**src/hdl/nrm_pkg.sv**
```systemverilog
// Shared types and constants for the NFA regex match step block.
// Used by the controller, the datapath and the top level; depends on nothing.
package nrm_pkg;

  localparam int SYM_W  = 9;
  localparam int SUCC_W = 7;
  localparam int IDX_W  = 6;

  localparam logic [SYM_W-1:0] SYM_SPLIT = 9'd256;
  localparam logic [SYM_W-1:0] SYM_MATCH = 9'd257;
  localparam logic [SYM_W-1:0] SYM_WILD  = 9'd46;

  typedef enum logic [1:0] {
    ACT_LOAD  = 2'd0,
    ACT_START = 2'd1,
    ACT_CHAR  = 2'd2
  } action_t;

  // Commands from the controller to the datapath.
  typedef struct packed {
    logic load;
    logic clear;
    logic cand_start;
    logic cand_n1;
    logic cand_n2;
    logic push;
    logic pop;
    logic rd_scan;
    logic rd_cur;
    logic keep;
    logic scan_inc;
    logic commit;
  } nrm_cmd_t;

  // Status from the datapath to the controller.
  typedef struct packed {
    logic stack_empty;
    logic hit;
    logic split;
    logic scan_last;
  } nrm_sts_t;

endpackage

```
**src/hdl/nrm_ctrl.sv**
```systemverilog
// Controller state machine of the NFA regex match step block.
// Sequences the table scan and the closure; depends on nrm_pkg.
module nrm_ctrl import nrm_pkg::*; (
  input  logic       clk,
  input  logic       rst_n,
  input  logic       start,
  input  logic [1:0] in_action,
  input  nrm_sts_t   sts,
  output logic       busy,
  output nrm_cmd_t   cmd,
  output logic       out_strobe
);

  typedef enum logic [3:0] {
    IDLE,
    SCAN_RD,
    SCAN_CHK,
    SCAN_NEXT,
    PUSH_A,
    PUSH_B,
    POP,
    CUR_RD,
    CUR_CHK,
    COMMIT
  } state_t;

  state_t state_r, state_nxt;
  logic   char_mode_r, char_mode_nxt;
  logic   out_strobe_r;

  assign busy       = (state_r != IDLE);
  assign out_strobe = out_strobe_r;

  always_comb begin
    state_nxt     = state_r;
    char_mode_nxt = char_mode_r;
    cmd           = '0;
    unique case (state_r)
      IDLE: begin
        if (start) begin
          unique case (action_t'(in_action))
            ACT_LOAD: cmd.load = 1'b1;
            ACT_START: begin
              cmd.clear      = 1'b1;
              cmd.cand_start = 1'b1;
              char_mode_nxt  = 1'b0;
              state_nxt      = PUSH_B;
            end
            ACT_CHAR: begin
              cmd.clear     = 1'b1;
              char_mode_nxt = 1'b1;
              state_nxt     = SCAN_RD;
            end
            default: ;
          endcase
        end
      end
      SCAN_RD: begin
        cmd.rd_scan = 1'b1;
        state_nxt   = SCAN_CHK;
      end
      SCAN_CHK: begin
        if (sts.hit) begin
          cmd.cand_n1 = 1'b1;
          state_nxt   = PUSH_B;
        end else begin
          state_nxt = SCAN_NEXT;
        end
      end
      SCAN_NEXT: begin
        if (sts.scan_last) begin
          state_nxt = COMMIT;
        end else begin
          cmd.scan_inc = 1'b1;
          state_nxt    = SCAN_RD;
        end
      end
      PUSH_A: begin
        cmd.push    = 1'b1;
        cmd.cand_n2 = 1'b1;
        state_nxt   = PUSH_B;
      end
      PUSH_B: begin
        cmd.push  = 1'b1;
        state_nxt = POP;
      end
      POP: begin
        if (sts.stack_empty) begin
          state_nxt = char_mode_r ? SCAN_NEXT : COMMIT;
        end else begin
          cmd.pop   = 1'b1;
          state_nxt = CUR_RD;
        end
      end
      CUR_RD: begin
        cmd.rd_cur = 1'b1;
        state_nxt  = CUR_CHK;
      end
      CUR_CHK: begin
        if (sts.split) begin
          cmd.cand_n1 = 1'b1;
          state_nxt   = PUSH_A;
        end else begin
          cmd.keep  = 1'b1;
          state_nxt = POP;
        end
      end
      COMMIT: begin
        cmd.commit = 1'b1;
        state_nxt  = IDLE;
      end
      default: state_nxt = IDLE;
    endcase
  end

  always_ff @(posedge clk) begin
    if (!rst_n) begin
      state_r      <= IDLE;
      char_mode_r  <= 1'b0;
      out_strobe_r <= 1'b0;
    end else begin
      state_r      <= state_nxt;
      char_mode_r  <= char_mode_nxt;
      out_strobe_r <= (state_r == COMMIT);
    end
  end

endmodule

```
**src/hdl/nrm_datapath.sv**
```systemverilog
// Datapath of the NFA regex match step block: entry table, closure stack,
// active, next and visited sets, and the result registers. Depends on nrm_pkg.
module nrm_datapath import nrm_pkg::*; #(
  parameter int NFA_STATES = 64
) (
  input  logic              clk,
  input  logic              rst_n,
  input  logic              cfg_we,
  input  logic [IDX_W-1:0]  cfg_wdata,
  input  logic [IDX_W-1:0]  in_entry_index,
  input  logic [SYM_W-1:0]  in_entry_symbol,
  input  logic [SUCC_W-1:0] in_entry_next1,
  input  logic [SUCC_W-1:0] in_entry_next2,
  input  logic [7:0]        in_char_in,
  input  nrm_cmd_t          cmd,
  output nrm_sts_t          sts,
  output logic              out_matched,
  output logic              out_any_active
);

  localparam int IW = $clog2(NFA_STATES);
  localparam int XW = (IW > SUCC_W) ? IW : SUCC_W;

  typedef struct packed {
    logic [SYM_W-1:0]  sym;
    logic [SUCC_W-1:0] n1;
    logic [SUCC_W-1:0] n2;
  } entry_t;

  entry_t          tbl_mem [NFA_STATES];
  entry_t          tbl_q_r;
  logic [IW-1:0]   stack_mem [NFA_STATES];
  logic [IW-1:0]   cur_r;
  logic [IW:0]     top_r;
  logic [IW:0]     top_dec;
  logic [IW-1:0]   scan_r;
  logic [IW-1:0]   rd_addr;
  logic [SUCC_W-1:0] cand_r;
  logic [XW-1:0]   cand_x;
  logic [IW-1:0]   cand_idx;
  logic            cand_ok;
  logic [XW-1:0]   load_x;
  logic [IW-1:0]   load_idx;
  logic            load_ok;
  logic [7:0]      char_r;
  logic [IDX_W-1:0] start_state_r;
  logic [NFA_STATES-1:0] active_r;
  logic [NFA_STATES-1:0] next_r;
  logic [NFA_STATES-1:0] visited_r;
  logic            match_f_r;
  logic            any_f_r;
  logic            out_matched_r;
  logic            out_any_r;

  assign cand_x   = XW'(cand_r);
  assign cand_idx = cand_x[IW-1:0];
  assign cand_ok  = (int'(cand_r) < NFA_STATES) && !visited_r[cand_idx];
  assign load_x   = XW'(in_entry_index);
  assign load_idx = load_x[IW-1:0];
  assign load_ok  = (int'(in_entry_index) < NFA_STATES);
  assign top_dec  = top_r - 1'b1;
  assign rd_addr  = cmd.rd_cur ? cur_r : scan_r;

  assign sts.stack_empty = (top_r == '0);
  assign sts.split       = (tbl_q_r.sym == SYM_SPLIT);
  assign sts.scan_last   = (scan_r == IW'(NFA_STATES - 1));
  assign sts.hit         = active_r[scan_r] &&
                           ((tbl_q_r.sym == {1'b0, char_r}) || (tbl_q_r.sym == SYM_WILD));

  assign out_matched    = out_matched_r;
  assign out_any_active = out_any_r;

  // Entry table: one write port, one registered read port.
  always_ff @(posedge clk) begin
    if (cmd.load && load_ok) begin
      tbl_mem[load_idx] <= '{sym: in_entry_symbol, n1: in_entry_next1, n2: in_entry_next2};
    end
    if (cmd.rd_scan || cmd.rd_cur) begin
      tbl_q_r <= tbl_mem[rd_addr];
    end
  end

  // Closure work stack. Visited marks keep it from holding more than the
  // table depth.
  always_ff @(posedge clk) begin
    if (cmd.push && cand_ok) begin
      stack_mem[top_r[IW-1:0]] <= cand_idx;
    end
    if (cmd.pop) begin
      cur_r <= stack_mem[top_dec[IW-1:0]];
    end
  end

  always_ff @(posedge clk) begin
    if (cmd.clear) begin
      char_r <= in_char_in;
    end
    if (cmd.cand_start) begin
      cand_r <= SUCC_W'(start_state_r);
    end else if (cmd.cand_n1) begin
      cand_r <= tbl_q_r.n1;
    end else if (cmd.cand_n2) begin
      cand_r <= tbl_q_r.n2;
    end
    if (cmd.commit) begin
      out_matched_r <= match_f_r;
      out_any_r     <= any_f_r;
    end
  end

  always_ff @(posedge clk) begin
    if (!rst_n) begin
      start_state_r <= '0;
      active_r      <= '0;
      next_r        <= '0;
      visited_r     <= '0;
      top_r         <= '0;
      scan_r        <= '0;
      match_f_r     <= 1'b0;
      any_f_r       <= 1'b0;
    end else begin
      if (cfg_we) begin
        start_state_r <= cfg_wdata;
      end
      if (cmd.clear) begin
        next_r    <= '0;
        visited_r <= '0;
        top_r     <= '0;
        scan_r    <= '0;
        match_f_r <= 1'b0;
        any_f_r   <= 1'b0;
      end
      if (cmd.push && cand_ok) begin
        visited_r[cand_idx] <= 1'b1;
        top_r               <= top_r + 1'b1;
      end
      if (cmd.pop) begin
        top_r <= top_dec;
      end
      if (cmd.scan_inc) begin
        scan_r <= scan_r + 1'b1;
      end
      // Split entries are only followed; every other entry reached joins the set.
      if (cmd.keep) begin
        next_r[cur_r] <= 1'b1;
        any_f_r       <= 1'b1;
        if (tbl_q_r.sym == SYM_MATCH) begin
          match_f_r <= 1'b1;
        end
      end
      if (cmd.commit) begin
        active_r <= next_r;
      end
    end
  end

endmodule

```
**src/hdl/nfa_regex_match_step_top.sv**
```systemverilog
// Top level of the NFA regex match step block.
// Joins nrm_ctrl and nrm_datapath; depends on nrm_pkg.
//
// Use: write the start entry index through cfg_we/cfg_wdata while the block is
// idle. Drive an item on the in_ ports and raise start; it transfers at a rising
// edge where start is high and busy is low. A load item writes one table entry
// in its transfer cycle and gives no result. A start item or a character item
// raises busy and later gives one result: out_matched and out_any_active are
// valid for exactly one cycle while out_strobe is high. The receiver cannot
// stall, so a result is never held. The next item may transfer in the cycle
// that shows the strobe. Action 3 is taken and does nothing.
// A start item runs the closure from the start entry; a character item scans
// every table entry, and each active entry that advances starts a closure
// from its first successor. The scan reads the entry table once per entry
// through its single read port, and each closure step reads it again.
// Reset clears the active set, the start index and the controller; the table
// holds nothing until loaded.
module nfa_regex_match_step_top import nrm_pkg::*; #(
  parameter int NFA_STATES = 64
) (
  input  logic              clk,
  input  logic              rst_n,
  input  logic              cfg_we,
  input  logic [IDX_W-1:0]  cfg_wdata,
  input  logic              start,
  output logic              busy,
  input  logic [1:0]        in_action,
  input  logic [IDX_W-1:0]  in_entry_index,
  input  logic [SYM_W-1:0]  in_entry_symbol,
  input  logic [SUCC_W-1:0] in_entry_next1,
  input  logic [SUCC_W-1:0] in_entry_next2,
  input  logic [7:0]        in_char_in,
  output logic              out_strobe,
  output logic              out_matched,
  output logic              out_any_active
);

  nrm_cmd_t cmd;
  nrm_sts_t sts;

  nrm_ctrl u_ctrl (
    .clk        (clk),
    .rst_n      (rst_n),
    .start      (start),
    .in_action  (in_action),
    .sts        (sts),
    .busy       (busy),
    .cmd        (cmd),
    .out_strobe (out_strobe)
  );

  nrm_datapath #(
    .NFA_STATES (NFA_STATES)
  ) u_datapath (
    .clk             (clk),
    .rst_n           (rst_n),
    .cfg_we          (cfg_we),
    .cfg_wdata       (cfg_wdata),
    .in_entry_index  (in_entry_index),
    .in_entry_symbol (in_entry_symbol),
    .in_entry_next1  (in_entry_next1),
    .in_entry_next2  (in_entry_next2),
    .in_char_in      (in_char_in),
    .cmd             (cmd),
    .sts             (sts),
    .out_matched     (out_matched),
    .out_any_active  (out_any_active)
  );

endmodule

```
**config.mk**
```make
export PLATFORM = sky130hd
export DESIGN_NAME = nfa_regex_match_step_top
export DESIGN_NICKNAME = d
export VERILOG_FILES = /design/src/hdl/nrm_pkg.sv /design/src/hdl/nrm_ctrl.sv /design/src/hdl/nrm_datapath.sv /design/src/hdl/nfa_regex_match_step_top.sv
export SDC_FILE = /design/constraint.sdc
export NUM_CORES = 2
export LEC_CHECK = 0
export BUFFER_PORTS_ARGS = -buffer_cell sky130_fd_sc_hd__buf_2
export CAP_MARGIN = 20
export CORE_MARGIN = 2
export CORE_UTILIZATION = 45
export CTS_CLUSTER_SIZE = 20
export DETAILED_ROUTE_END_ITERATION = 7
export PLACE_DENSITY = 0.57
export SLEW_MARGIN = 20
export SYNTH_ARGS = -nofsm -noshare
export SYNTH_HDL_FRONTEND = slang
export SYNTH_HIERARCHICAL = 1
export SYNTH_SLANG_ARGS = --single-unit
```
**constraint.sdc**
```tcl
create_clock -name clk -period 4.62 [get_ports clk]
set_input_delay 0.924 -clock clk [delete_from_list [all_inputs] [get_ports clk]]
set_output_delay 0.924 -clock clk [all_outputs]
set_load 0.01 [all_outputs]
```
==> summary.md <==
| Metric | Value |
|---|---|
| Die area | `0.189 sq mm` |
| Dpl cells | `6945` |
| Routed via count | `42800` |
| Status | `complete, no violations` |
| Syn avg cell area | `18.8 sq um` |
| Reg power frac | `0.524` |
| Post-Synth Adder-Cell Area | `0.00105` |
| Net Switching | `9.19 mW` |
| Worst R2R Setup Slack | `0.37 ns` |
| Iter 0 DRT Violations | `3869` |
| Inserted Clock Buffers | `213` |
| Grt total ovfl | `0` |
| Cell count after synthesis | `4457` |
| Hold Vio Cnt, Final | `0` |
| CP startpoint kind | `flip-flop` |
| Initial antenna violation count | `16` |
| H-tree depth | `4` |
| CTS Hold Bufs | `0` |
| Clk_skew | `0.0437 ns` |
| Core Box Area | `0.185 sq mm` |
| Die height | `435 um` |
| Worst Path Required | `5.18 ns` |
| Setup TNS Final | `0 ns` |
| Routed WL | `214 mm` |
| Cts repair resizes | `0` |
| Die Span X | `435 um` |
| Net count, final | `4736` |
| FFs w/ async S/R, synth | `0` |
| Simple-gate share of the synthesized area | `0.0553` |
| Max FO, Critical Path | `52` |
| Largest net degree at the start of global routing | `124` |
| Final slew viol count | `0` |
| DR DRC count | `0` |
| Clk pin slew, worst setup/hold paths | `0.06 ns` |
| Vias in the first global route | `43600` |
| Clock latency on the worst-skew pair | `0.84 ns` |
| Final core occ | `0.513` |
| Maximum clock frequency | `0.235 GHz` |
| Clock network power share | `0.407` |
| Sw Share | `0.226` |
| YS warnings | `6` |
| Commonest register cell after synthesis | `edfxtp_1` |
| Min-Delay Path Class | `in -> reg` |
| Cell Area, Synth | `0.0837 sq mm` |
| Rows | `158` |
| CP startpoint | `u_ctrl/state_r[1]` |
| CP Capture Type | `flip-flop` |
| HPWL after DPL | `127 mm` |
| Synth Area in XOR/XNOR | `0.00126` |
| Via density per instance | `5.84` |
| Hold WS | `0.358 ns` |
| I/O pins | `53` |
| Layout cell share with drive strength beyond 1 | `0.251` |
| CP Class | `reg -> reg` |
| Non-Filler Instances | `7342` |
| Final ANT Viol Nets | `0` |
| Largest family of logic cells by synthesized area | `multiplexers` |
| Combinational share of power | `0.069` |
| Pwr dens | `428 mW/mm^2` |
| Initial cell density of the core | `0.452` |
| Buffers on Ports | `52` |
| RSZ-0062 raised after global routing | `false` |
| WP data arrival | `4.81 ns` |
| Peak VDD IR | `385 uV` |
| First-pass GRT wire length | `309 mm` |
| EDFF count, synth | `1901` |
| Layout fillers | `14900` |
| TritonCTS clock tree | `yes` |
| Area grow syn2layout | `13.5%` |
| Flops & latches, synth | `2121` |
| GRT Overall Usage | `0.224` |
| Final setup viols | `0` |
| GPL Wtd Cong | `0.807` |
| Rel. slew slack | `0.270` |
| Area fraction in compound gates after synthesis | `0.0384` |
| Final period utilization | `0.920` |
| Seq/Total Area, Yosys | `0.735` |
| DR WL/cell | `29.1 um` |
| Worst-Margin Slew | `1.09 ns` |
| Net Count, Synth | `4513` |
| Library cells used by synthesis | `72` |
| Deepest clock path buffer count | `3` |
| Root buf cell | `clkbuf_16` |
| Postcts setup bufs | `0` |
| DRT Pass-1 Iters | `5` |
| P_leak | `29.5 nW` |
| RR Startpoint | `u_ctrl/state_r[1]` |
| Clk sinks | `2121` |
| Maxcap violations | `0` |
| Final min period | `4.25 ns` |
| P_int | `31.5 mW` |
| Hold Crit Start | `in_char_in[0]` |
| Post-synthesis mux area share | `0.152` |
==> cell usage in the layout, fill, tap and decap left out, drive strengths merged, types with 14 or more instances in the layout <==
master     n
edfxtp  1901
mux4     519
buf      299
clkbuf   270
nor2     233
nand2    229
dfxtp    220
nor2b    159
and2     154
a21oi    118
a211oi   117
clkinv    98
mux2i     91
inv       51
a31oi     50
a311oi    46
o32ai     31
a22o      29
nor3      23
nand3     21
o21ai     20
nand4     14
==> power by group through the flow <==
stage / combinational [mW] / clock, mW / sequential [mW]
2_1_floorplan: 1.57 / 0 / 21.8
3_3_place_gp: 2.83 / 0 / 21.7
3_5_place_dp: 2.85 / 0 / 21.7
4_1_cts: 2.86 / 16.9 / 21.3
5_1_grt: 3.00 / 17.6 / 21.3
6_report: 2.81 / 16.6 / 21.3
==> path summary, 6_finish.rpt <==
kind                                               end  cells past startpoint
worst max-delay path             u_datapath/tbl_q_r[5]                     12
worst min-delay path              u_datapath/char_r[0]                      1
worst max register to register   u_datapath/tbl_q_r[5]                     12
worst min register to register  u_datapath/out_matched                      0
==> metal layers <==
| metal | wire length [um] | track usage |
|---|---|---|
| met1 | 89100 | 0.307 |
| met2 | 104000 | 0.363 |
| met4 | 6140 | 0.0680 |
| met5 | 77 | 0 |
| met3 | 14100 | 0.0471 |
==> synth_stat cells (12+ instances only) <==
cell | number | share of area
a211oi_1 | 117 | 0.010
nand2_1 | 229 | 0.010
nor3_1 | 23 | 0.0014
edfxtp_1 | 1901 | 0.68
o32ai_1 | 31 | 0.0032
and2_1 | 153 | 0.011
dfxtp_1 | 220 | 0.053
a22o_1 | 29 | 0.0030
buf_1 | 26 | 0.0012
mux4_2 | 519 | 0.14
a31oi_1 | 50 | 0.0037
nor2b_1 | 159 | 0.012
o21ai_0 | 18 | 0.0011
a21oi_1 | 118 | 0.0071
buf_2 | 73 | 0.0044
nor2_1 | 233 | 0.010
clkbuf_1 | 175 | 0.0078
nand3_1 | 20 | 0.0012
a311oi_1 | 46 | 0.0048
inv_1 | 42 | 0.0019
mux2i_1 | 90 | 0.011
nand2b_1 | 12 | 0.00090
nand3b_1 | 12 | 0.0011
==> worst max-delay path, cell delays in order, from the launching register on <==
cell,delay [ns]
dfxtp_1,0.32
nor2b_1,0.23
and3_1,0.27
buf_4,0.22
mux2i_4,0.28
buf_12,0.21
buf_12,0.31
mux4_2,0.34
and2_1,0.16
a211oi_1,0.42
a31oi_1,0.21
a21oi_1,0.77
a21oi_1,0.16
==> state kept, by name, indices dropped and copies added, names as in the netlist <==
| name | cells |
|---|---|
| u_datapath/cur_r | 6 |
| u_datapath/scan_r | 6 |
| u_ctrl/state_r | 4 |
| u_datapath/active_r | 64 |
| u_datapath/out_any_active | 1 |
| u_datapath/visited_r | 64 |
| u_datapath/cand_r | 7 |
| u_datapath/start_state_r | 6 |
| u_datapath/top_r | 7 |
| u_datapath/next_r | 64 |
| u_datapath/char_r | 8 |
| u_datapath/any_f_r | 1 |
| u_datapath/stack_mem | 384 |
| u_datapath/match_f_r | 1 |
| u_ctrl/out_strobe | 1 |
| u_datapath/out_matched | 1 |
| u_datapath/tbl_mem | 1472 |
| u_datapath/tbl_q_r | 23 |
| u_ctrl/char_mode_r | 1 |
==> layout make-up <==
class	instances	area [sq um]	area share
sequential	2121	61500	0.647
antenna	7	17.5	0.000184
tap	2480	3100	0.0327
clock buffer	270	5630	0.0592
inverter	46	173	0.00182
timing repair buffer	299	2480	0.0261
multi-input combinational	1999	21000	0.222
clock inverter	120	1040	0.0110
==> cell families (layout without fill, tap and decap cells) <==
logic type                 count (synthesis)  in the layout
xor gates and xnor gates                  12             12
AOI/OAI and AO/OA                        459            459
adders and majority gates                  7              7
other                                      0              7
and+or+nand+nor                          902            902
buffers and inverters                    337            735
DFF                                     2121           2121
muxes                                    619            619
==> metrics by stage <==
stage / total power [mW] / instance area [sq um] / worst slack (ns)
after floorplan: 23.3 / 83700 / 0.753
after global placement: 24.5 / 88300 / 0.388
after detailed placement: 24.6 / 88300 / 0.404
after CTS: 41.1 / 95000 / 0.390
after global routing: 41.9 / 95000 / 0.301
final: 40.7 / 95000 / 0.370
Power figures use the tool's default switching activity.
